File: src/sv/hsf_pkg.sv
`timescale 1ns / 1ps
// ----------------------------------------------------------------------------
// hsf_pkg
// Shared constants, configuration types and helpers of the 8-tap filter core.
// ----------------------------------------------------------------------------
package hsf_pkg;

	localparam int TAPS       = 8;
	localparam int WIN        = TAPS - 1;
	localparam int TAP_BITS   = 16;
	localparam int SHIFT_BITS = 7;
	localparam int ROUND_BIAS = 1 << (SHIFT_BITS - 1);
	localparam int MIN_BIT_DEPTH = 8;

	localparam int CFG_ADDR_BITS = 3;
	localparam int CFG_DATA_BITS = 64;

	localparam logic [CFG_ADDR_BITS-1:0] REG_HTAPS_LO     = 3'd0;
	localparam logic [CFG_ADDR_BITS-1:0] REG_HTAPS_HI     = 3'd1;
	localparam logic [CFG_ADDR_BITS-1:0] REG_VTAPS_LO     = 3'd2;
	localparam logic [CFG_ADDR_BITS-1:0] REG_VTAPS_HI     = 3'd3;
	localparam logic [CFG_ADDR_BITS-1:0] REG_BIT_DEPTH    = 3'd4;
	localparam logic [CFG_ADDR_BITS-1:0] REG_FILTER_MODE  = 3'd5;
	localparam logic [CFG_ADDR_BITS-1:0] REG_BLOCK_WIDTH  = 3'd6;
	localparam logic [CFG_ADDR_BITS-1:0] REG_BLOCK_HEIGHT = 3'd7;

	localparam logic [1:0] MODE_HORIZ = 2'd0;
	localparam logic [1:0] MODE_VERT  = 2'd1;
	localparam logic [1:0] MODE_2D    = 2'd2;

	typedef logic [TAP_BITS-1:0] tap_t;
	typedef tap_t [TAPS-1:0] tap_set_t;

	typedef struct packed {
		logic [63:0] htaps_hi;
		logic [63:0] htaps_lo;
		logic [63:0] vtaps_hi;
		logic [63:0] vtaps_lo;
		logic [3:0]  bit_depth;
		logic [1:0]  filter_mode;
		logic [6:0]  block_width;
		logic [6:0]  block_height;
	} cfg_t;

	localparam cfg_t CFG_RESET = '{
		htaps_hi: 64'd0,
		htaps_lo: 64'd0,
		vtaps_hi: 64'd0,
		vtaps_lo: 64'd0,
		bit_depth: 4'd8,
		filter_mode: MODE_2D,
		block_width: 7'd64,
		block_height: 7'd64
	};

	// remainder by seven: reciprocal estimate (73/512) then one correction
	function automatic logic [2:0] mod7(input logic [9:0] v);
		logic [16:0] prod;
		logic [7:0]  quot;
		logic [10:0] rem;
		prod = 17'(v) * 17'd73;
		quot = prod[16:9];
		rem = 11'(v) - 11'(quot) * 11'd7;
		if (rem >= 11'd7) begin
			rem = rem - 11'd7;
		end
		return rem[2:0];
	endfunction

endpackage

File: src/sv/hsf_cfg_regs.sv
`timescale 1ns / 1ps
// ----------------------------------------------------------------------------
// hsf_cfg_regs
// Configuration register file: taps, bit depth, mode and block size.
// ----------------------------------------------------------------------------
module hsf_cfg_regs (
	input  logic                                clk,
	input  logic                                arst_n,
	input  logic                                write,
	input  logic [hsf_pkg::CFG_ADDR_BITS-1:0]   addr,
	input  logic [hsf_pkg::CFG_DATA_BITS-1:0]   data,
	output hsf_pkg::cfg_t                       cfg
);

	hsf_pkg::cfg_t cfg_q;

	always_ff @(posedge clk or negedge arst_n) begin
		if (!arst_n) begin
			cfg_q <= hsf_pkg::CFG_RESET;
		end else if (write) begin
			case (addr)
				hsf_pkg::REG_HTAPS_LO:     cfg_q.htaps_lo <= data;
				hsf_pkg::REG_HTAPS_HI:     cfg_q.htaps_hi <= data;
				hsf_pkg::REG_VTAPS_LO:     cfg_q.vtaps_lo <= data;
				hsf_pkg::REG_VTAPS_HI:     cfg_q.vtaps_hi <= data;
				hsf_pkg::REG_BIT_DEPTH:    cfg_q.bit_depth <= data[3:0];
				hsf_pkg::REG_FILTER_MODE:  cfg_q.filter_mode <= data[1:0];
				hsf_pkg::REG_BLOCK_WIDTH:  cfg_q.block_width <= data[6:0];
				hsf_pkg::REG_BLOCK_HEIGHT: cfg_q.block_height <= data[6:0];
				default: begin
				end
			endcase
		end
	end

	assign cfg = cfg_q;

endmodule

File: config.mk
export PLATFORM = sky130hd
export DESIGN_NAME = hsf_cfg_regs
export DESIGN_NICKNAME = d
export VERILOG_FILES = /design/src/sv/hsf_pkg.sv /design/src/sv/hsf_cfg_regs.sv
export SDC_FILE = /design/constraint.sdc
export NUM_CORES = 1
export LEC_CHECK = 0
export ABC_CLOCK_PERIOD_IN_PS = 1200
export BUFFER_PORTS_ARGS = -buffer_cell sky130_fd_sc_hd__buf_2
export CORE_ASPECT_RATIO = 2
export CORE_MARGIN = 10
export CORE_UTILIZATION = 55
export CTS_CLUSTER_SIZE = 28
export DETAILED_ROUTE_END_ITERATION = 8
export PLACE_DENSITY = 0.94
export SLEW_MARGIN = 40
export SYNTH_ARGS = -nofsm -noshare
export SYNTH_HDL_FRONTEND = slang
export SYNTH_SLANG_ARGS = --single-unit
File: constraint.sdc
create_clock -name clk -period 1.2 [get_ports clk]
set_input_delay 0.36 -clock clk [delete_from_list [all_inputs] [get_ports clk]]
set_output_delay 0.36 -clock clk [all_outputs]
set_load 0.1 [all_outputs]
==> results of run 1 <==
-- metrics by stage --
step / setup TNS (ns) / util (%) / setup WS [ns] / cell area [µm²] / instances
after detailed placement: -120.79 / 87.8 / -0.543 / 17800 / 1210
after global placement: -107.26 / 87.8 / -0.458 / 17800 / 1210
after floorplan: -69.67 / - / -0.320 / 11600 / 592
-- cells by family after synthesis --
kind of cell	share of synthesized area (%)
mux	33.5
flops	61.2
buf+inv	4.41
simple gates	0.831
-- cell usage after synthesis (all sizes together) --
cell type and number:
dfstp 4, nand4b 3, nor4b 1, dfrtp 272
mux2 276, and4bb 3, nand4 1, buf 32
==> summary.md, run 1 <==
| Metric | Value |
|---|---|
| Warnings, synthesis | 0 |
| Postcts setup bufs | between 100 and 150 |
| Stopping stage | 4_1_cts |
| DP HPWL | 30300 µm |
| Port buffer count | between 300 and 400 |
| Initial Utilization | a little under three fifths |
| CTS hold repair buffers | 1 |
| Leading area contributor after synthesis | dfrtp_1 |
| Syn_area_per_cell | approximately 19 µm² |
| Clk Tree Root Cell | clkbuf_16 |
| Resized Gates After CTS | 7 |
| Outcome | aborted with a tool error |
| Die X-Extent | 121 µm |
| Stop err | [ERROR DPL-0033] detailed placement checks failed during check placement. |
| Num ports | around 350 |
| Yosys reg bits | about 280 |
| Row count | 74 |
| Die Y | around 220 µm |
| Clock Sinks | roughly 280 |
| Sequential share of the synthesized area | about three fifths |
| Post-Syn Instances | about 600 |
| Count of distinct cell types in the synthesized netlist | 13 |
| H-tree depth | 1 |
| Clock tree buffer depth | 3 |
| Num CTS Buffers | 25 |
| Yosys top cell area share | between 60% and 70% |
| Top area cells in the synthesized netlist | dfrtp_1 (60%), mux2_4 (24%), mux2_2 (9.6%), buf_12 (3.2%), buf_6 (1.0%) |
| Cell Area, Synth | between 0.01 and 0.015 mm² |
| RePlAce Congestion | between 0.8 and 0.9 |
| Syn_nets | approximately 660 |
==> run 2, diff against run 1 <==
Settings changed: CORE_ASPECT_RATIO 2 to default, CORE_UTILIZATION 55 to 40, CTS_CLUSTER_SIZE 28 to default, PLACE_DENSITY 0.94 to default, PLACE_DENSITY_LB_ADDON from default to 0.15.
==> summary.md, run 2 <==
| Metric | Value |
|---|---|
| H-tree depth | 1 (unchanged) |
| Row count | 61 (-18%) |
| Syn_area_per_cell | 19.1 µm² (unchanged) |
| Warnings, synthesis | 0 (unchanged) |
| Sequential share of the synthesized area | 61.2% (unchanged) |
| Clock Sinks | 276 (unchanged) |
| Die Y | 188 µm (-16%) |
| Clock latency on the worst-skew pair | 0.55 ns |
| Cell Area, Synth | 0.0113 mm² (unchanged) |
| RePlAce Congestion | 0.736 (-9.8%) |
| Crit Path Category | reg2out |
| Reg clk slew, reported paths | around 0.060 ns |
| Synth cell count leaders | dfrtp_1 (272), mux2_4 (180), mux2_2 (96) |
| Yosys top cell area share | 60.3% (unchanged) |
| Slowest CP cell | dfstp_2 |
| Leading area contributor after synthesis | dfrtp_1 |
| # fillers | between 1500 and 2000 |
| Initial Utilization | 40.6% (-15 points) |
| Setup TNS Final | -81.97 ns |
| Residual DRC | 0 |
| Post-Syn Instances | 592 (unchanged) |
| Pwr dens | between 2000 and 3000 mW/mm² |
| Dpl cell area | 0.0180 mm² (+1.3%) |
| Crit share post-route | 136% |
| Fmax | 611 MHz |
| Die X-Extent | 188 µm (+55%) |
| Top_reg_cell synth | dfrtp_1 |
| Via count | between 6000 and 7000 |
| Final setup violation count | about 280 |
| Finished Core Util | ~70% |
| Slew Viols, Final | 0 |
| Critical Path Start Type | flop |
| DR iter-0 viols | 206 |
| CTS tree | built |
| Clk Tree Root Cell | clkbuf_16 |
| Syn_nets | 662 (unchanged) |
| Routed Antenna Nets | 0 |
| Fin crit period | around 1.6 ns |
| P&R area growth vs syn | 74.6% |
| Cell Chain, Critical Path | buf_12 |
| Register area | just over 0.007 mm² |
| Arrival @ worst endpoint | 1.28 ns |
| Sw Share | a little under half |
| RSZ-0062 raised after global routing | true |
| Final hold violation count | 0 |
| Pre-antenna DRT Iters | 4 |
| Port buffer count | 345 (unchanged) |
| CP Max Fanout | 2 |
| Worst stage delay on the critical path | approximately 0.56 ns |
| Total Wirelength | about 33000 µm |
| Num CTS Buffers | 30 (+20%) |
| Vias in the first global route | just under 8000 |
| Sw Pwr | 24200 µW |
| Hold Path Stages | 2 |
| Setup ws final | -0.437 ns |
| Gr usage total | between 10% and 20% |
| Cell area after layout | 0.0197 mm² |
| Hold crit path type | in2reg |
| Multi-input logic area | 0.00393 mm² |
| First-pass GRT wire length | 50100 µm |
| Die area | 0.0353 mm² |
| Max-slew headroom | 78.1% |
| Via density | ~4.7 |
| CP required | ~0.84 ns |
| Seq pwr share | between 20% and 30% |
| Finished Layout Cells | between 1000 and 1500 |
| Clock Skews | 0 ns |
| Yosys reg bits | 276 (unchanged) |
| # Max-Cap Violations | 0 |
| Resized Gates After CTS | 0 (-7) |
| Worst VDD drop | 1.70 mV |
| Post-synth EDFFs | 0 (unchanged) |
| Top-count cell post-synth | dfrtp_1 |
| Clock tree buffer depth | 3 (unchanged) |
| Nets | between 1000 and 1500 |
| Max reg flops | 276 |
| Largest net degree at the start of global routing | 52 |
| Critical path capture point type | output pin |
| Clock share of power | between 10% and 20% |
| Internal power | a little under 30000 µW |
| Routed len/inst | between 20 and 25 µm |
| DP HPWL | 24500 µm (-19%) |
| Initial antenna violation count | 2 |
| Commonest non-fill, non-tap cell in the layout | buf_12 |
| Count of distinct cell types in the synthesized netlist | 13 (unchanged) |
| Num ports | 346 (unchanged) |
| Top area cells in the synthesized netlist | dfrtp_1 (60%), mux2_4 (24%), mux2_2 (9.6%), buf_12 (3.2%), buf_6 (1.0%) |
| Worst-Margin Slew | ~0.33 ns |
| Crit path buffers/inverters | 1 |
| Worst reg-to-reg path cell count | 3 |
| WHS | approximately 0.091 ns |
| Comb pwr share | 55.1% |
| Most frequent cells in the layout | buf_12 (296), dfrtp_2 (212), mux2_4 (191), buf_4 (101), mux2_2 (85) |
| Inst Count DP | 1325 (+9.5%) |
| Core area | roughly 0.028 mm² |
| Ys async rst share | 100% (unchanged) |
| Share of layout cells above drive strength 1 | slightly above 90% |
| Cell family with most CP delay | flip-flops |
| Outcome | complete, but fails checks |
| LEAKAGE | roughly 0.0088 µW |
| Failing checks | setup timing |
| Levels on crit path | 1 |
| Final global-route overflow total | 0 |
-- run 2: cell counts after synthesis --
No cell type changed its count.
-- run 2: per-layer routing --
| layer | vias up | track usage [%] | wire [µm] |
|---|---|---|---|
| li1 | 3038 | - | - |
| met2 | 228 | 29.8 | 16300 |
| met4 | 2 | 3.78 | 559 |
| met1 | 3523 | 21.1 | 12800 |
| met3 | 41 | 8.13 | 3160 |
| met5 | - | 0 | 20 |
-- run 2: final timing paths --
kind                       endpoint     start  slack (ns)
max                         cfg[19]   cfg[19]       -0.44
min reg2reg                 cfg[10]   cfg[10]        0.55
max in group asynchronous   cfg[13]    arst_n        0.32
min in group asynchronous  cfg[191]    arst_n        0.30
max reg2reg                cfg[238]  cfg[238]        0.14
min                         cfg[70]  data[50]        0.09
-- run 2: metrics by stage --
stage          setup slack, ns  total power [µW]
3_5_place_dp            -0.484             42700
6_report                -0.437             53000
5_1_grt                 -0.482             54600
2_1_floorplan           -0.320             31000
3_3_place_gp            -0.452             42500
4_1_cts                 -0.472             53300
-- run 2: kinds of logic (layout without fill, tap and decap cells) --
logic type / count (synthesis) / in the layout / synth area share, %
buffers and inverters: 32 / 523 / 4.41
DFF: 276 / 276 / 61.2
muxes: 276 / 276 / 33.5
other: 0 / 2 / 0
and+or+nand+nor: 8 / 8 / 0.831
-- run 2: worst register-to-register path, delay by kind of cell (launching register included) --
kind | cells | cell delay [ns]
flip-flops | 1 | 0.42
buffers and inverters | 2 | 0.26
multiplexers | 1 | 0.26
-- run 2: timing repair --
action	in CTS	in global routing
hold buffers	1	0
setup endpoints to repair	276	276
pin swaps	0	0
buffers inserted	54	25
hold endpoints to repair	143	0
-- run 2: power by group through the flow --
stage | logic (µW) | clock network [µW] | registers (µW)
floorplan | 2870 | 0 | 28100
global placement | 28400 | 0 | 14100
detailed placement | 28500 | 0 | 14200
CTS | 29200 | 10000 | 14000
global route | 29900 | 10400 | 14300
finish | 29200 | 9770 | 14000
-- run 2: area by class of cell --
type / instances / area share (%)
timing repair buffer: 467 / 35.8
multi-input combinational: 284 / 19.9
sequential: 276 / 36.4
tap: 378 / 2.40
antenna: 2 / 0.0254
clock inverter: 8 / 0.629
clock buffer: 48 / 4.82
No activity file was read; power rests on OpenSTA's default activity.
