--- config.mk ---
export PLATFORM = sky130hd
export DESIGN_NAME = hsf_fir8
export DESIGN_NICKNAME = d
export VERILOG_FILES = /design/src/sv/hsf_pkg.sv /design/src/sv/hsf_fir8.sv
export SDC_FILE = /design/constraint.sdc
export NUM_CORES = 2
export LEC_CHECK = 0
export BUFFER_PORTS_ARGS = -buffer_cell sky130_fd_sc_hd__buf_2
export CORE_ASPECT_RATIO = 1.1
export CORE_MARGIN = 3
export CORE_UTILIZATION = 25
export DETAILED_ROUTE_END_ITERATION = 10
export PLACE_DENSITY = 0.44
export SYNTH_ARGS = -nofsm -noshare
export SYNTH_HDL_FRONTEND = slang
export SYNTH_SLANG_ARGS = --single-unit
--- constraint.sdc ---
create_clock -name clk -period 7.3 [get_ports clk]
set_input_delay 1.46 -clock clk [delete_from_list [all_inputs] [get_ports clk]]
set_output_delay 1.46 -clock clk [all_outputs]
set_load 0.01 [all_outputs]
--- src/sv/hsf_pkg.sv ---
`timescale 1ns / 1ps
// ----------------------------------------------------------------------------
// hsf_pkg
// Shared constants, configuration types and helpers of the 8-tap filter core.
// ----------------------------------------------------------------------------
package hsf_pkg;

	localparam int TAPS       = 8;
	localparam int WIN        = TAPS - 1;
	localparam int TAP_BITS   = 16;
	localparam int SHIFT_BITS = 7;
	localparam int ROUND_BIAS = 1 << (SHIFT_BITS - 1);
	localparam int MIN_BIT_DEPTH = 8;

	localparam int CFG_ADDR_BITS = 3;
	localparam int CFG_DATA_BITS = 64;

	localparam logic [CFG_ADDR_BITS-1:0] REG_HTAPS_LO     = 3'd0;
	localparam logic [CFG_ADDR_BITS-1:0] REG_HTAPS_HI     = 3'd1;
	localparam logic [CFG_ADDR_BITS-1:0] REG_VTAPS_LO     = 3'd2;
	localparam logic [CFG_ADDR_BITS-1:0] REG_VTAPS_HI     = 3'd3;
	localparam logic [CFG_ADDR_BITS-1:0] REG_BIT_DEPTH    = 3'd4;
	localparam logic [CFG_ADDR_BITS-1:0] REG_FILTER_MODE  = 3'd5;
	localparam logic [CFG_ADDR_BITS-1:0] REG_BLOCK_WIDTH  = 3'd6;
	localparam logic [CFG_ADDR_BITS-1:0] REG_BLOCK_HEIGHT = 3'd7;

	localparam logic [1:0] MODE_HORIZ = 2'd0;
	localparam logic [1:0] MODE_VERT  = 2'd1;
	localparam logic [1:0] MODE_2D    = 2'd2;

	typedef logic [TAP_BITS-1:0] tap_t;
	typedef tap_t [TAPS-1:0] tap_set_t;

	typedef struct packed {
		logic [63:0] htaps_hi;
		logic [63:0] htaps_lo;
		logic [63:0] vtaps_hi;
		logic [63:0] vtaps_lo;
		logic [3:0]  bit_depth;
		logic [1:0]  filter_mode;
		logic [6:0]  block_width;
		logic [6:0]  block_height;
	} cfg_t;

	localparam cfg_t CFG_RESET = '{
		htaps_hi: 64'd0,
		htaps_lo: 64'd0,
		vtaps_hi: 64'd0,
		vtaps_lo: 64'd0,
		bit_depth: 4'd8,
		filter_mode: MODE_2D,
		block_width: 7'd64,
		block_height: 7'd64
	};

	// remainder by seven: reciprocal estimate (73/512) then one correction
	function automatic logic [2:0] mod7(input logic [9:0] v);
		logic [16:0] prod;
		logic [7:0]  quot;
		logic [10:0] rem;
		prod = 17'(v) * 17'd73;
		quot = prod[16:9];
		rem = 11'(v) - 11'(quot) * 11'd7;
		if (rem >= 11'd7) begin
			rem = rem - 11'd7;
		end
		return rem[2:0];
	endfunction

endpackage

--- src/sv/hsf_fir8.sv ---
`timescale 1ns / 1ps
// ----------------------------------------------------------------------------
// hsf_fir8
// Three-stage 8-tap FIR: products, pair sums, then sum, round and clamp.
// ----------------------------------------------------------------------------
module hsf_fir8 #(
	parameter int PIXEL_BITS = 12
) (
	input  logic                  clk,
	input  logic [PIXEL_BITS-1:0] samples [hsf_pkg::TAPS],
	input  hsf_pkg::tap_set_t     taps,
	input  logic [PIXEL_BITS-1:0] max_value,
	output logic [PIXEL_BITS-1:0] result
);

	localparam int PW = PIXEL_BITS + hsf_pkg::TAP_BITS + 1;
	localparam int SW = PW + 1;
	localparam int AW = PW + 3;
	localparam int QW = AW - hsf_pkg::SHIFT_BITS;
	localparam int PAIRS = hsf_pkg::TAPS / 2;

	logic signed [PW-1:0] prod_s1 [hsf_pkg::TAPS];
	logic signed [SW-1:0] pair_s2 [PAIRS];
	logic signed [AW-1:0] acc;
	logic signed [QW-1:0] quot;
	logic signed [QW-1:0] max_ext;
	logic [PIXEL_BITS-1:0] clamped;

	always_ff @(posedge clk) begin
		for (int k = 0; k < hsf_pkg::TAPS; k++) begin
			prod_s1[k] <= $signed({1'b0, samples[k]}) * $signed(taps[k]);
		end
	end

	always_ff @(posedge clk) begin
		for (int j = 0; j < PAIRS; j++) begin
			pair_s2[j] <= SW'(prod_s1[2*j]) + SW'(prod_s1[2*j+1]);
		end
	end

	always_comb begin
		acc = AW'(signed'(hsf_pkg::ROUND_BIAS));
		for (int j = 0; j < PAIRS; j++) begin
			acc = acc + AW'(pair_s2[j]);
		end
		// arithmetic shift gives the floor for negative sums
		quot = QW'(acc >>> hsf_pkg::SHIFT_BITS);
		max_ext = $signed(QW'(max_value));
		if (quot < 0) begin
			clamped = '0;
		end else if (quot > max_ext) begin
			clamped = max_value;
		end else begin
			clamped = quot[PIXEL_BITS-1:0];
		end
	end

	always_ff @(posedge clk) begin
		result <= clamped;
	end

endmodule

; ---- Yosys cells after proc, flatten, opt, wreduce, memory -nomap -nowiden
; Memory sizes are Yosys's and may differ from the RTL's.
; Cells that the tools add are included.
[op_classes]
n_addsub = 8
multipliers = 8
n_lt_le_gt_ge = 2
mux = 1
[op_table]
columns = operator, n
row1 = multiplier 13 x 16 -> 29 bit, 8
row2 = adder 29 x 29 -> 30 bit, 4
row3 = adder 32 x 30 -> 32 bit, 2
row4 = adder 31 x 30 -> 32 bit, 1
row5 = adder 8 x 30 -> 31 bit (first input constant), 1
row6 = > comparator 25 x 13 -> 1 bit, 1
row7 = less-than comparator 25 x 1 -> 1 bit (second input constant), 1
row8 = 2-to-1 mux 12 bit, 1
[totals]
regBits = 12
mem_bits_rw = 352
inputBits = 237
output_inout_bits = 12
word_cells = 22
n_memories = 2
[mem_list]
columns = memory, words, word_bits, read_ports, rd_clocked_by_memory_dff, wr, line_no
row1 = prod_s1, 8, 29, 8, 0, 8, hsf_fir8.sv:22  ; logic signed [PW-1:0] prod_s1 [hsf_pkg::TAPS];
row2 = pair_s2, 4, 30, 4, 0, 4, hsf_fir8.sv:23  ; logic signed [SW-1:0] pair_s2 [PAIRS];

; ---- Logic depth before layout (Yosys ltp)
; An unclocked memory read counts as a cell.
[logic_depth]
ltp_word = 7
ltp_mapped = 24
mapped_depth_nobuf = 23

; ---- Worst setup path after synthesis
; No wires, ideal clock.
[synth_timing]
kind = input -> register
startpoint = input samples[37] (netlist bit)
endpoint = memory prod_s1[1][28] (netlist bit)
arrival_ps = 6744
required_ps = 7228
path_slack_ps = 484
stages = 21
path_buffers = 1
cell_sequence = clkbuf_1 -> nand2_1 -> fa_1 -> inv_1 -> fa_1 -> fa_1 -> inv_1 -> fa_1 -> inv_1 -> fa_1 -> ha_1 -> a21o_1 -> a21o_1 -> a21oi_1 -> nor2_1 -> a211o_1 -> o2111a_1 -> or3_1 -> a31o_2 -> a21oi_1 -> xnor2_1
[synth_rtl]
columns = element, line_no
row1 = "start, declared", hsf_fir8.sv:10  ; input logic [PIXEL_BITS-1:0] samples [hsf_pkg::TAPS],
row2 = "end, declared", hsf_fir8.sv:22

==> impl_metrics.tcl <==
set metrics [dict create \
    count_of_unique_library_cells_instantiated_by_yosys 81 \
    crit_path_start_kind "input port" \
    synth-edff-count 0 \
    dr.first_iter.drc_count 2064 \
    via_count 50996 \
    worst-slew-pin-transition_ps 1050 \
    routed_via_density 4.29 \
    rsz0062_at_grt "no" \
    area_growth_pct 10.2 \
    share_of_the_clock_period_used_by_the_worst_path_after_layout 0.890 \
    worst_hold_path_type "reg2reg" \
    ys_top_cells_by_count "inv_1 (1,793), fa_1 (1,488), nand2_1 (846), and2_1 (822), ha_1 (721)" \
    synth.ff_latch_count 364 \
    ioPinCount 249 \
    critical-path-max-stage-delay_ps 550 \
    tritoncts "done" \
    tritoncts.num_buffers 48 \
    layout.core_utilization 0.278 \
    largest_net_degree_at_the_start_of_global_routing 25 \
    achievable-frequency_mhz 154 \
    setup-tns-final_ps 0 \
    post_cts_resize_count 0 \
    gp_congestion 0.846 \
    global_route_wire_length_before_repair_um 316000 \
    post_cts_buffers 0 \
    numClockSinks 364 \
    die_outline_area_um2 297000 \
    crit_chain "buf_2 -> nand2_1 -> fa_1 -> inv_1 -> fa_1 -> inv_1 -> fa_1 -> inv_1 -> fa_1 -> fa_1 -> ha_1 -> o21a_1 -> o21a_1 -> o221ai_1 -> a31oi_1 -> o21ai_0 -> nor3b_1 -> a2111oi_0 -> buf_4 -> a21oi_1 -> xnor2_1" \
    maxSlewViolCount 0 \
    hold_sp "prod_s1[0][87]" \
    ys_top_cells_by_area "fa_1 (41%), ha_1 (12%), dfxtp_1 (10%)" \
    max_cap_violations 0 \
    global_routing_usage_summed_across_all_routing_layers 0.134 \
    drive_above_1_share 0.0542 \
    r2r_end "result[2]" \
    hold-worst-slack_ps 451 \
    endpoint_kind "flop" \
    async_reset_ff_frac 0 \
    die_height_um 571 \
    critical_path.most_common_cell "fa_1" \
    min_delay_worst_endpoint "pair_s2[1][0]" \
    cts_root_buf "clkbuf_16" \
    initial_core_util 0.252 \
    ctsHoldBuffers 0 \
    cp.arrival_ps 7020 \
    rr_worst_depth 22 \
    layout_setup_ws_ps 800 \
    grt_antenna_before_repair 53 \
    insertion_delay_ps 640 \
    synth_flop_cell "dfxtp_1" \
    first_pass_iters 8 \
    design.core.area_um2 287000 \
    synth_top_area_frac 0.411 \
    hold-path-cell-count 1 \
    worst_setup_hold_path_clk_slew_ps 60 \
    timing.rr.start "pair_s2[3][5]" \
    ys.warnings.count 0 \
    synth_sequential_area_ratio 0.100 \
    finalNetCount 10422 \
    timing.setup.critical_path_class "in2reg" \
    cts.htree.levels 2 \
    fin_crit_ps 6500 \
    critical_path_fanouts_max 16 \
    ff2ff_setup_slack_ps 1110 \
    drc 0 \
    timing_hold_violations_final 0 \
    finClkSkew_ps 81.8 \
    startpoint_of_the_most_critical_setup_path "samples[85]" \
    avgRoutedWirePerCell_um 16.6 \
    post_synth.cell_area_avg_um2 9.24 \
    antenna_left 0 \
    critical_path_required_ps 7820 \
    dp_worst_setup_slack_ps 147 \
    finalSetupViolations 0 \
    clock_path_buffers 3 \
    synth_cells 7845 \
    routed_wirelength_um 197000 \
    synthesis.nets 10291 \
    slew-limit-headroom 0.298 \
    slowest_cp_cell "fa_1" \
    portBuffers 248 \
    synth.cell_area_um2 72500 \
    status "finished, final reports clean" \
    place.detailed.hpwl_um 172000 \
    die_width_um 519 \
    globalRoute.totalOverflow 0 \
    synth_largest_area_cell "fa_1" \
    synthMostInstantiatedCell "inv_1" \
    num_rows 206 \
    first_global_vias 56004 \
]
-- area by class of cell --
cell class,count,area [um^2]
repair buffers,318,1770
well taps,3848,4810
fillers,30703,207000
multi-input cells,5451,57600
clock inverters,19,259
clock buffers,66,1410
flip-flops and latches,364,7290
inverters,1793,6730
diodes,22,55.1
-- sequential cells by signal, summed over array words and instances, names as in the netlist --
register / flops
pair_s2: 120
prod_s1: 232
result: 12
-- routing by layer --
metal	part of all wire	global-route usage	up-vias
li1	-	-	23921
met1	0.43	0.175	25957
met2	0.50	0.239	824
met3	0.038	0.0141	266
met4	0.025	0.0296	28
met5	0.00089	0	-
-- cell families after synthesis --
family | Yosys count | share of synthesized area
fa+ha+maj | 2209 | 0.535
xor+xnor | 335 | 0.0405
mux | 18 | 0.00250
flops | 364 | 0.100
compound gates | 771 | 0.0687
buf+inv | 2030 | 0.105
simple gates | 2118 | 0.147
-- per-stage QoR --
step / instances / cell area, um^2
final: 11881 / 79900
after global placement: 11774 / 78200
after global routing: 11864 / 79900
after CTS: 11859 / 79900
after detailed placement: 11774 / 78200
after floorplan: 7845 / 72500
-- cell usage in the layout, fill, tap and decap left out, types with 15 or more instances in the layout --
| master | instances |
|---|---|
| or3_1 | 22 |
| diode_2 | 22 |
| nand2b_1 | 37 |
| xor2_1 | 82 |
| o21a_1 | 40 |
| o211ai_1 | 15 |
| fa_1 | 1488 |
| buf_2 | 248 |
| a31oi_1 | 27 |
| and3_1 | 29 |
| nand3_1 | 56 |
| mux2i_1 | 17 |
| a21oi_1 | 245 |
| o21bai_1 | 40 |
| nor2b_1 | 36 |
| buf_4 | 70 |
| nand2_1 | 846 |
| o21ai_0 | 141 |
| nor3_1 | 57 |
| ha_1 | 721 |
| a21o_1 | 114 |
| clkbuf_16 | 48 |
| nand4_1 | 17 |
| dfxtp_1 | 364 |
| inv_1 | 1793 |
| a211oi_1 | 23 |
| nor2_1 | 154 |
| xnor2_1 | 253 |
| and2_1 | 822 |
-- how the worst max path moves through the flow --
| stage | end | slack, ps |
|---|---|---|
| 3_3_place_gp | prod_s1[1][28] | 150 |
| 2_1_floorplan | prod_s1[1][28] | 480 |
| 5_1_grt | prod_s1[0][112] | 400 |
| 6_report | prod_s1[0][28] | 800 |
| 4_1_cts | prod_s1[0][112] | 830 |
| 3_5_place_dp | prod_s1[0][112] | 150 |
-- critical path, delay by kind of cell --
kind / cells / cell delay (ps)
buf+inv: 5 / 690
simple gates: 2 / 230
compound gates: 7 / 1670
xor+xnor: 1 / 120
fa+ha+maj: 6 / 2820
Power is left out: the tool's default activity adds up to more than one toggle a clock period on the data nets, which glitch-free logic cannot reach.
