### config.mk
export PLATFORM = sky130hd
export DESIGN_NAME = hsf_ram
export DESIGN_NICKNAME = d
export VERILOG_FILES = /design/src/sv/hsf_ram.sv
export SDC_FILE = /design/constraint.sdc
export NUM_CORES = 1
export LEC_CHECK = 0
export ABC_CLOCK_PERIOD_IN_PS = 1500
export BUFFER_PORTS_ARGS = -buffer_cell sky130_fd_sc_hd__buf_2
export CAP_MARGIN = 10
export CELL_PAD_IN_SITES_DETAIL_PLACEMENT = 0
export CELL_PAD_IN_SITES_GLOBAL_PLACEMENT = 1
export CORE_AREA = 4 4 112 114
export DETAILED_ROUTE_END_ITERATION = 16
export DIE_AREA = 0 0 116 118
export PLACE_DENSITY = 0.8
export SLEW_MARGIN = 30
export SYNTH_ARGS = -nofsm -noshare
export SYNTH_HDL_FRONTEND = slang
export SYNTH_SLANG_ARGS = --single-unit
### constraint.sdc
create_clock -name clk -period 1.5 [get_ports clk]
set_input_delay 0.075 -clock clk [delete_from_list [all_inputs] [get_ports clk]]
set_output_delay 0.075 -clock clk [all_outputs]
set_load 0.01 [all_outputs]
### src/sv/hsf_ram.sv
`timescale 1ns / 1ps
// ----------------------------------------------------------------------------
// hsf_ram
// Generic single-write, single-read RAM with registered read data.
// ----------------------------------------------------------------------------
module hsf_ram #(
	parameter int WIDTH = 8,
	parameter int DEPTH = 16,
	localparam int AW = $clog2(DEPTH)
) (
	input  logic             clk,
	input  logic             we,
	input  logic [AW-1:0]    waddr,
	input  logic [WIDTH-1:0] wdata,
	input  logic [AW-1:0]    raddr,
	output logic [WIDTH-1:0] rdata
);

	logic [WIDTH-1:0] mem [DEPTH];

	// read returns the old word when the same entry is written at this edge
	always_ff @(posedge clk) begin
		if (we) begin
			mem[waddr] <= wdata;
		end
		rdata <= mem[raddr];
	end

endmodule

# Word level (Yosys, flattened, before mapping)

Memory sizes are Yosys's and may differ from the RTL's. A register that Yosys moved wholly into a read port is not among the register bits.
Cells that the tools add are included.

Flip-flop bits (word level): 0
Bits in writable memories: 128
Input port bits: 18
Output and inout bits: 8
Word-level logic and storage cells: 3
Memories: 1

Mux-type cells: 2

Memories:

| name | words | width | rd ports | clocked after Yosys merged registers in | write ports | RTL line | source |
|---|---|---|---|---|---|---|---|
| mem  | 16    | 8     | 1        | 1                                       | 1           | 19       | `logic [WIDTH-1:0] mem [DEPTH];` |

Operators with widths:

| cell   | count |
|---|---|
| $mux 1 | 2 |

# Longest topological paths before layout

Gate-level depths: netlist of run 1.

Depth in word-level cells: 2
Depth in mapped cells: 5
Depth with buffers taken out: 3

# Worst setup path before layout of run 1

No wires, ideal clock.

Path type: in2reg
Start: input port waddr[2]
End: memory mem[0][0], enable pin
Library setup time: 0.383 ns
Data arrival time: 1.185 ns
Required time: 1.117 ns
Path slack: -0.068 ns
Cell stages on the path: 2
Path buffers: 0
Path through: or3b_2 > nor3_1

RTL lines:

| item            | RTL line | source |
|---|---|---|
| start, declared | 13       | `input logic [AW-1:0] waddr,` |
| end, declared   | 19       |  |

Straight into the memory's write port.

==> flow_summary.yaml, run 1 <==
cells_and_area:
  final_util_pct: 54.3
  syn_to_final_growth_pct: 20.4
  drive_gt1_share_pct: 33.8
  layout_commonest_cell: "edfxtp_1"
  design_area_sq_mm: 0.00620
  seq_area_sq_mm: 0.00400
  n_fill_cell: 869
  multi_input_area_sq_mm: 0.00106
  nets: 307
  mostFrequentLayoutCells: "edfxtp_1 (128), buf_2 (25), buf_4 (23)"
  antennaDiodeCount: 0
logic_synthesis:
  synthSimpleGateAreaFrac_pct: 3.18
  synth_compound_area_share_pct: 2.33
  synth_cell_types: 19
  seq_area_frac_synth_pct: 77.8
  synth_top_family_by_area: "multiplexers"
  synthCells: 229
  synthMuxAreaShare_pct: 15.0
  synth_area_sq_mm: 0.00515
  syn_area_per_cell_sq_um: 22.5
  synth_nets: 247
  synthAdderAreaFrac_pct: 0
  yosys_warnings: 0
  ys_ff_latch: 136
  synth_xor_area_share_pct: 0
hold_path:
  hold_path.class: "in2reg"
cts:
  cts_buffer_depth: 2
  insertion_delay_ns: 0.40
  cts_tree: "built"
  post-cts-setup-buffers: 0
  cts_buffers: 17
  cts-htree-levels: 4
  ctsResizeCount: 0
  clockRootBuffer: "clkbuf_16"
  hold_buffers: 0
  clk_pin_slew_ns: 0.06
  cts_sinks: 136
global_route:
  grt_overflow: 0
  grt_max_degree: 22
  first_global_vias: 2621
  antenna_found_initial: 0
  grt_pass1_wl_um: 15100
  track_usage_pct: 15.4
power_and_ir_drop:
  ir_drop_mv: 0.810
  cellLeakagePower_nw: 2.13
  powerDensity_mw_per_mm2: 1410
  total_power_mw: 8.71
detailed_routing:
  via_count: 2469
  drc: 0
  antenna_left: 0
  routed-wl-met2_um: 4970
  dr.pass1.iters: 4
  vias_per_cell: 5.55
  avgRoutedWirePerCell_um: 21.8
  wl_met1_um: 4060
  routed_wl_um: 9710
  drt-initial-drc-count: 282
  highest_layer: "met4"
  met3_length_um: 515
placed_design:
  routabilityCongestion: 0.743
  io_buffers: 25
  dp_hpwl_um: 6230
  pre_cts_ws_ns: -0.0125
  placed_cell_area_sq_mm: 0.00560
floorplan:
  initial_core_util_pct: 45.1
  die_w_um: 116
  die_area_sq_mm: 0.0137
  core-area_sq_mm: 0.0114
  io_pins: 26
  die_y_um: 118
  row_count: 39
critical_path:
  cp.arrival_ns: 1.66
  worstSetupPathType: "reg2reg"
  cp-end-kind: "flip-flop"
  cp_max_fo: 1
  worstPathRequired_ns: 1.78
  start_kind: "flip-flop"
flow_run:
  max-cap-violations: 0
sta:
  timing.final.ws_setup_ns: 0.123
  max_freq_mhz: 726
  hold_violations: 0
  finalSetupViolations: 0
  maxSlewHeadroom_pct: 75.4
  finClkSkew_ns: 0.0120
  slew_violations: 0
  fin_tns_setup_ns: 0
  post-route-period-util_pct: 91.8
  min_period_ns: 1.38
  tightest_slew_ns: 0.369
  rsz0062_at_grt: "no"
outcome:
  status: "finished clean"
report_power, final:
part	internal, mW	switching, mW	leakage (nW)
Clock	2.58	1.44	0.285
Sequential	4.25	0.0262	1.22
Combinational	0.184	0.230	0.622
Total	7.01	1.70	2.13
worst max-delay path, cell delays in order, from the launching register on:
cell,delay (ns)
edfxtp_1,0.37
mux4_1,0.52
a22oi_1,0.28
nand2_1,0.10
sequential cells by signal, summed over array words and instances, names as in the netlist:
signal and cells:
rdata 8, mem 128
area by class of cell:
cell class                 count  area share, %
sequential                   136           64.6
clock buffer                  21           7.59
clock inverter                11           2.00
timing repair buffer          51           5.77
tap                          143           2.89
multi-input combinational     83           17.1
metal layers:
layer	up-vias	GRT usage [%]
met2	81	24.2
met3	13	4.22
met5	-	0
li1	1100	-
met1	1275	19.8
met4	0	7.18
synthesized netlist by cell type (all sizes together):
| cell | number | area [sq um] |
|---|---|---|
| edfxtp | 128 | 3840 |
| mux4 | 32 | 773 |
| nor2 | 13 | 48.8 |
| dfxtp | 8 | 160 |
| nor2b | 1 | 6.26 |
| and2 | 1 | 6.26 |
| nand2 | 9 | 33.8 |
| a22oi | 16 | 120 |
| nand3 | 1 | 5.00 |
| nor3 | 4 | 20.0 |
| buf | 7 | 56.3 |
| nand2b | 2 | 12.5 |
| nand3b | 2 | 15.0 |
| or3b | 1 | 8.76 |
| clkdlybuf4s25 | 3 | 30.0 |
| and2b | 1 | 7.51 |
logic make-up after synthesis:
| family | count (synthesis) |
|---|---|
| AO/OA/AOI/OAI | 16 |
| flip-flops | 136 |
| multiplexers | 32 |
| buffers and inverters | 10 |
| AND/OR/NAND/NOR | 35 |
path summary, 6_finish.rpt:
path	cells past startpoint	startpoint	end	slack [ns]
worst max-delay path	3	mem[1][1]$_DFFE_PP_	rdata[1]$_DFF_P_	0.12
worst min register to register	3	mem[14][2]$_DFFE_PP_	rdata[2]$_DFF_P_	0.68
worst max register to register	3	mem[1][1]$_DFFE_PP_	rdata[1]$_DFF_P_	0.12
worst min-delay path	1	wdata[0]	mem[5][0]$_DFFE_PP_	0.05
stage by stage:
step	cells	hold slack, ns
floorplan	229	0.174
global route	445	0.0558
finish	445	0.0475
CTS	445	0.0345
global placement	413	0.453
detailed placement	413	0.467
Note: power is estimated with default switching activity, not from simulation.
==> run 2: changes to the inputs <==
ABC_CLOCK_PERIOD_IN_PS = not set   (was 1500)
CORE_AREA = 4 4 109 111   (was 4 4 112 114)
DIE_AREA = 0 0 113 115   (was 0 0 116 118)
PLACE_DENSITY = not set   (was 0.8)
PLACE_DENSITY_LB_ADDON = 0.1   (was not set)
==> run 2 against run 1 <==
  * Total power rose by 0.23%
  * Die area fell by 5.1%
  * Largest cell class unchanged
  * Via count decreased by 1.1%
  * Cell area is 0.63% higher
  * Global-route usage up 0.32 points
  * Maximum frequency rose by 3.1%
==> flow_summary.yaml, run 2 (same netlist as run 1, synthesis figures left out) <==
flow_run:
  max-cap-violations: 0
critical_path:
  path_cells: "mux4_1, a22oi_1, nand2_1"
  critical_path.max_stage_delay_ns: 0.50
  timing.rr.end: "rdata[0]$_DFF_P_"
  cpMaxStageDelayCell: "mux4_1"
  rrSetupSlack_ns: 0.16
  cp.arrival_ns: 1.72
  worstSetupPathType: "reg2reg"
  r2r_cells: 3
  worstPathRequired_ns: 1.89
  start_kind: "flip-flop"
  cp_max_fo: 1
  startpoint: "mem[2][0]$_DFFE_PP_"
  reg2reg_from: "mem[2][0]$_DFFE_PP_"
  cp-end-kind: "flip-flop"
  endpoint: "rdata[0]$_DFF_P_"
detailed_routing:
  via_count: 2441
  avgRoutedWirePerCell_um: 21.0
  drc: 0
  dr.pass1.iters: 4
  vias_per_cell: 5.47
  drt-initial-drc-count: 120
  routed_wl_um: 9380
  antenna_left: 0
sta:
  hold_violations: 0
  post-route-period-util_pct: 89.1
  finalSetupViolations: 0
  finClkSkew_ns: 0.00461
  maxSlewHeadroom_pct: 53.7
  tightest_slew_ns: 0.692
  max_freq_mhz: 748
  timing.final.ws_setup_ns: 0.164
  rsz0062_at_grt: "no"
  slew_violations: 0
  min_period_ns: 1.34
global_route:
  track_usage_pct: 15.7
  grt_max_degree: 23
  first_global_vias: 2546
  grt_pass1_wl_um: 14600
  grt_overflow: 0
  antenna_found_initial: 0
cells_and_area:
  top_register: "mem"
  largest_reg_flops: 128
  top_regs: "mem: 128 flops, rdata: 8 flops"
  antennaDiodeCount: 0
  fin_cells: 446
  n_fill_cell: 818
  mostFrequentLayoutCells: "edfxtp_1 (128), buf_2 (25), buf_4 (19)"
  drive_gt1_share_pct: 31.4
  nets: 311
  syn_to_final_growth_pct: 21.1
  layout_commonest_cell: "edfxtp_1"
  design_area_sq_mm: 0.00624
power_and_ir_drop:
  powerDensity_mw_per_mm2: 1400
  p_comb_share_pct: 4.8
  intPower_mw: 7.08
  cellLeakagePower_nw: 2.15
  seqPwrFrac_pct: 49.0
  power.switching_mw: 1.65
  clkPwrFrac_pct: 46.2
  switching_share_pct: 18.9
  ir_drop_mv: 0.686
placed_design:
  io_buffers: 25
  placed_cell_area_sq_mm: 0.00557
  dp_hpwl_um: 6190
  pre_cts_ws_ns: -0.0105
  routabilityCongestion: 0.708
  dp_cells: 406
hold_path:
  hold_path.class: "in2reg"
cts:
  cts_buffer_depth: 2
  cts_buffers: 17
  clk_pin_slew_ns: 0.06
  cts_sinks: 136
  insertion_delay_ns: 0.51
  post-cts-setup-buffers: 0
  cts-htree-levels: 4
  cts_tree: "built"
  clockRootBuffer: "clkbuf_8"
floorplan:
  io_pins: 26
  initial_core_util_pct: 47.7
  core-area_sq_mm: 0.0108
  row_count: 38
  die_y_um: 115
  die_area_sq_mm: 0.0130
  die_w_um: 113
outcome:
  status: "finished clean"
run 2: cell count changes in the layout (fill, tap and decap cells not counted), sizes merged:
| cell | before | now |
|---|---|---|
| clkinvlp | 3 | 0 |
| clkinv | 6 | 7 |
| bufinv | 2 | 3 |
| dlygate4sd3 | 0 | 8 |
| buf | 51 | 47 |
| clkbuf | 21 | 22 |
run 2: layer usage:
layer	part of all wire, %	track usage [%]	vias to the layer above
li1	-	-	1105
met1	46	21.0	1276
met4	1.3	5.53	0
met5	0	0	-
met3	3.3	4.53	13
met2	50	25.1	47
run 2: power groups by stage:
| stage | registers (mW) | clock network (mW) | logic (mW) |
|---|---|---|---|
| floorplan | 4.36 | 0 | 0.216 |
| global placement | 4.35 | 0 | 0.408 |
| detailed placement | 4.35 | 0 | 0.412 |
| CTS | 4.28 | 4.11 | 0.428 |
| global route | 4.28 | 4.31 | 0.456 |
| finish | 4.28 | 4.04 | 0.418 |
run 2: area by class of cell:
type	count	area [sq um]	share of cell area, %
multi-input combinational	83	1060	17.0
clock inverter	10	124	1.99
timing repair buffer	55	408	6.54
tap	140	175	2.81
clock buffer	22	463	7.42
sequential	136	4000	64.2
run 2: worst max-delay path: cells and delay by family (launching register included):
family | cells | cell delay (ns)
mux | 1 | 0.50
compound gates | 1 | 0.26
simple gates | 1 | 0.10
flops | 1 | 0.37
run 2: worst min-delay path by stage:
stage | slack (ns) | end | cells past startpoint | start
after floorplan | 0.17 | mem[0][0]$_DFFE_PP_ | 0 | wdata[0]
after global placement | 0.47 | mem[6][2]$_DFFE_PP_ | 1 | wdata[2]
after detailed placement | 0.47 | rdata[2] | 1 | rdata[2]$_DFF_P_
after CTS | 0.11 | mem[0][2]$_DFFE_PP_ | 3 | waddr[0]
after global routing | 0.11 | mem[0][3]$_DFFE_PP_ | 3 | waddr[1]
final | 0.14 | mem[0][4]$_DFFE_PP_ | 3 | waddr[1]
run 2: repair_timing:
action | CTS | global route
hold buffers | 8 | 0
endpoints found under the hold margin | 128 | 0
resized for setup | 0 | 0
run 2: stage by stage:
step / setup TNS [ns] / utilization, % / total power [mW] / hold slack (ns)
after floorplan: 0 / - / 4.57 / 0.174
after global placement: -0.00324 / 51.6 / 4.76 / 0.469
after detailed placement: -0.0105 / 51.6 / 4.76 / 0.469
after CTS: 0 / 57.8 / 8.82 / 0.107
after global routing: 0 / 57.8 / 9.05 / 0.113
final: 0 / 57.8 / 8.73 / 0.137
==> run 3: changes to the inputs <==
SETUP_SLACK_MARGIN = 0.4   (was not set)
==> run 3 against run 2 <==
  * Cell count decreased by 0.90%
  * Routed wire length increased by 6.2%
  * Hold slack about the same
  * Highest routed layer unchanged
  * Flip-flop and latch count unchanged
==> flow_summary.yaml, run 3 (same netlist as run 1, synthesis figures left out) <==
floorplan:
  die_w_um: 113
  row_count: 38
  core-area_sq_mm: 0.0108
  initial_core_util_pct: 47.7
  io_pins: 26
  die_y_um: 115
  die_area_sq_mm: 0.0130
placed_design:
  io_buffers: 25
  pre_cts_ws_ns: 0.0589
  placed_cell_area_sq_mm: 0.00555
  routabilityCongestion: 0.690
  dp_cells: 402
  dp_hpwl_um: 6300
detailed_routing:
  vias_per_cell: 5.42
  drc: 0
  via_count: 2394
  drt-initial-drc-count: 122
  dr.pass1.iters: 5
  antenna_left: 0
  avgRoutedWirePerCell_um: 22.5
  routed_wl_um: 9970
cts:
  cts_buffers: 17
  clk_pin_slew_ns: 0.06
  cts_sinks: 136
  cts-htree-levels: 4
  cts_buffer_depth: 2
  cts_tree: "built"
  insertion_delay_ns: 0.51
  post-cts-setup-buffers: 0
  clockRootBuffer: "clkbuf_8"
flow_run:
  max-cap-violations: 0
cells_and_area:
  antennaDiodeCount: 0
  largest_reg_flops: 128
  top_register: "mem"
  fin_cells: 442
  top_regs: "mem: 128 flops, rdata: 8 flops"
  design_area_sq_mm: 0.00627
  drive_gt1_share_pct: 40.1
  syn_to_final_growth_pct: 21.7
  layout_commonest_cell: "edfxtp_1"
  nets: 307
  mostFrequentLayoutCells: "edfxtp_1 (128), mux4_2 (32), buf_2 (21)"
  final_util_pct: 58.1
sta:
  finalSetupViolations: 0
  finClkSkew_ns: 0.00517
  fin_tns_setup_ns: 0
  max_freq_mhz: 782
  min_period_ns: 1.28
  post-route-period-util_pct: 85.3
  rsz0062_at_grt: "yes"
  maxSlewHeadroom_pct: 37.5
  timing.final.ws_setup_ns: 0.221
  hold_violations: 0
  tightest_slew_ns: 0.934
  slew_violations: 0
  timing.hold.ws_ns: 0.138
power_and_ir_drop:
  ir_drop_mv: 0.863
  powerDensity_mw_per_mm2: 1400
  cellLeakagePower_nw: 2.07
  total_power_mw: 8.74
global_route:
  first_global_vias: 2570
  track_usage_pct: 17.1
  antenna_found_initial: 0
  grt_max_degree: 33
  grt_overflow: 0
  grt_pass1_wl_um: 15700
critical_path:
  cpMaxStageDelayCell: "mux4_2"
  cp-end-kind: "flip-flop"
  cp_max_fo: 1
  worstSetupPathType: "reg2reg"
  worstPathRequired_ns: 1.89
  cp.arrival_ns: 1.67
  critical_path.max_stage_delay_ns: 0.48
  critPathBufInv: 0
  crit_family: "multiplexers"
  path_cells: "mux4_2, a22oi_2, nand2_1"
  start_kind: "flip-flop"
hold_path:
  hold_path.class: "in2reg"
outcome:
  status: "finished clean"
==> run 3: changes by cell type in the layout (fill, tap and decap cells not counted), sizes merged <==
cell	change
clkinvlp	+3
inv	+1
clkbuf	-4
buf	-4
==> run 3: worst paths after layout <==
check | start | endpoint | slack [ns] | cells after the start
worst min register to register | mem[15][5]$_DFFE_PP_ | rdata[5]$_DFF_P_ | 0.67 | 3
worst max register to register | mem[11][6]$_DFFE_PP_ | rdata[6]$_DFF_P_ | 0.22 | 3
worst min-delay path | waddr[1] | mem[0][3]$_DFFE_PP_ | 0.14 | 3
worst max-delay path | mem[11][6]$_DFFE_PP_ | rdata[6]$_DFF_P_ | 0.22 | 3
==> run 3: timing repair <==
item,in CTS,in global routing
hold buffers,8,0
setup endpoints to repair,11,13
pin swaps,1,1
gates resized for setup,10,5
hold endpoints to repair,128,0
==> run 3: report_power, final <==
group	internal (mW)	total [mW]	switching [mW]	leakage, nW
clock network	2.51	3.99	1.49	0.273
registers	4.25	4.28	0.0321	1.22
logic	0.217	0.465	0.249	0.577
total	6.98	8.74	1.77	2.07
==> run 3: layout make-up <==
cell class                 count  area, sq um
clock inverter                14          156
clock buffer                  18          418
sequential                   136         4010
tap                          140          175
multi-input combinational     83         1090
timing repair buffer          51          415
fill                         779         4530
==> run 3: worst reg2reg max path: cells and delay by family, from the launching register on <==
kind,cells,cell delay (ns)
AO/OA/AOI/OAI,1,0.24
flip-flops,1,0.37
multiplexers,1,0.48
AND/OR/NAND/NOR,1,0.07
==> run 3: layer usage <==
metal / global-route usage, % / wire length (um) / share of wire, % / up-vias
li1: - / - / - / 1079
met1: 24.1 / 4730 / 47 / 1230
met2: 26.0 / 4680 / 47 / 75
met3: 4.84 / 440 / 4.4 / 10
met4: 5.77 / 115 / 1.2 / 0
met5: 0 / 0 / 0 / -
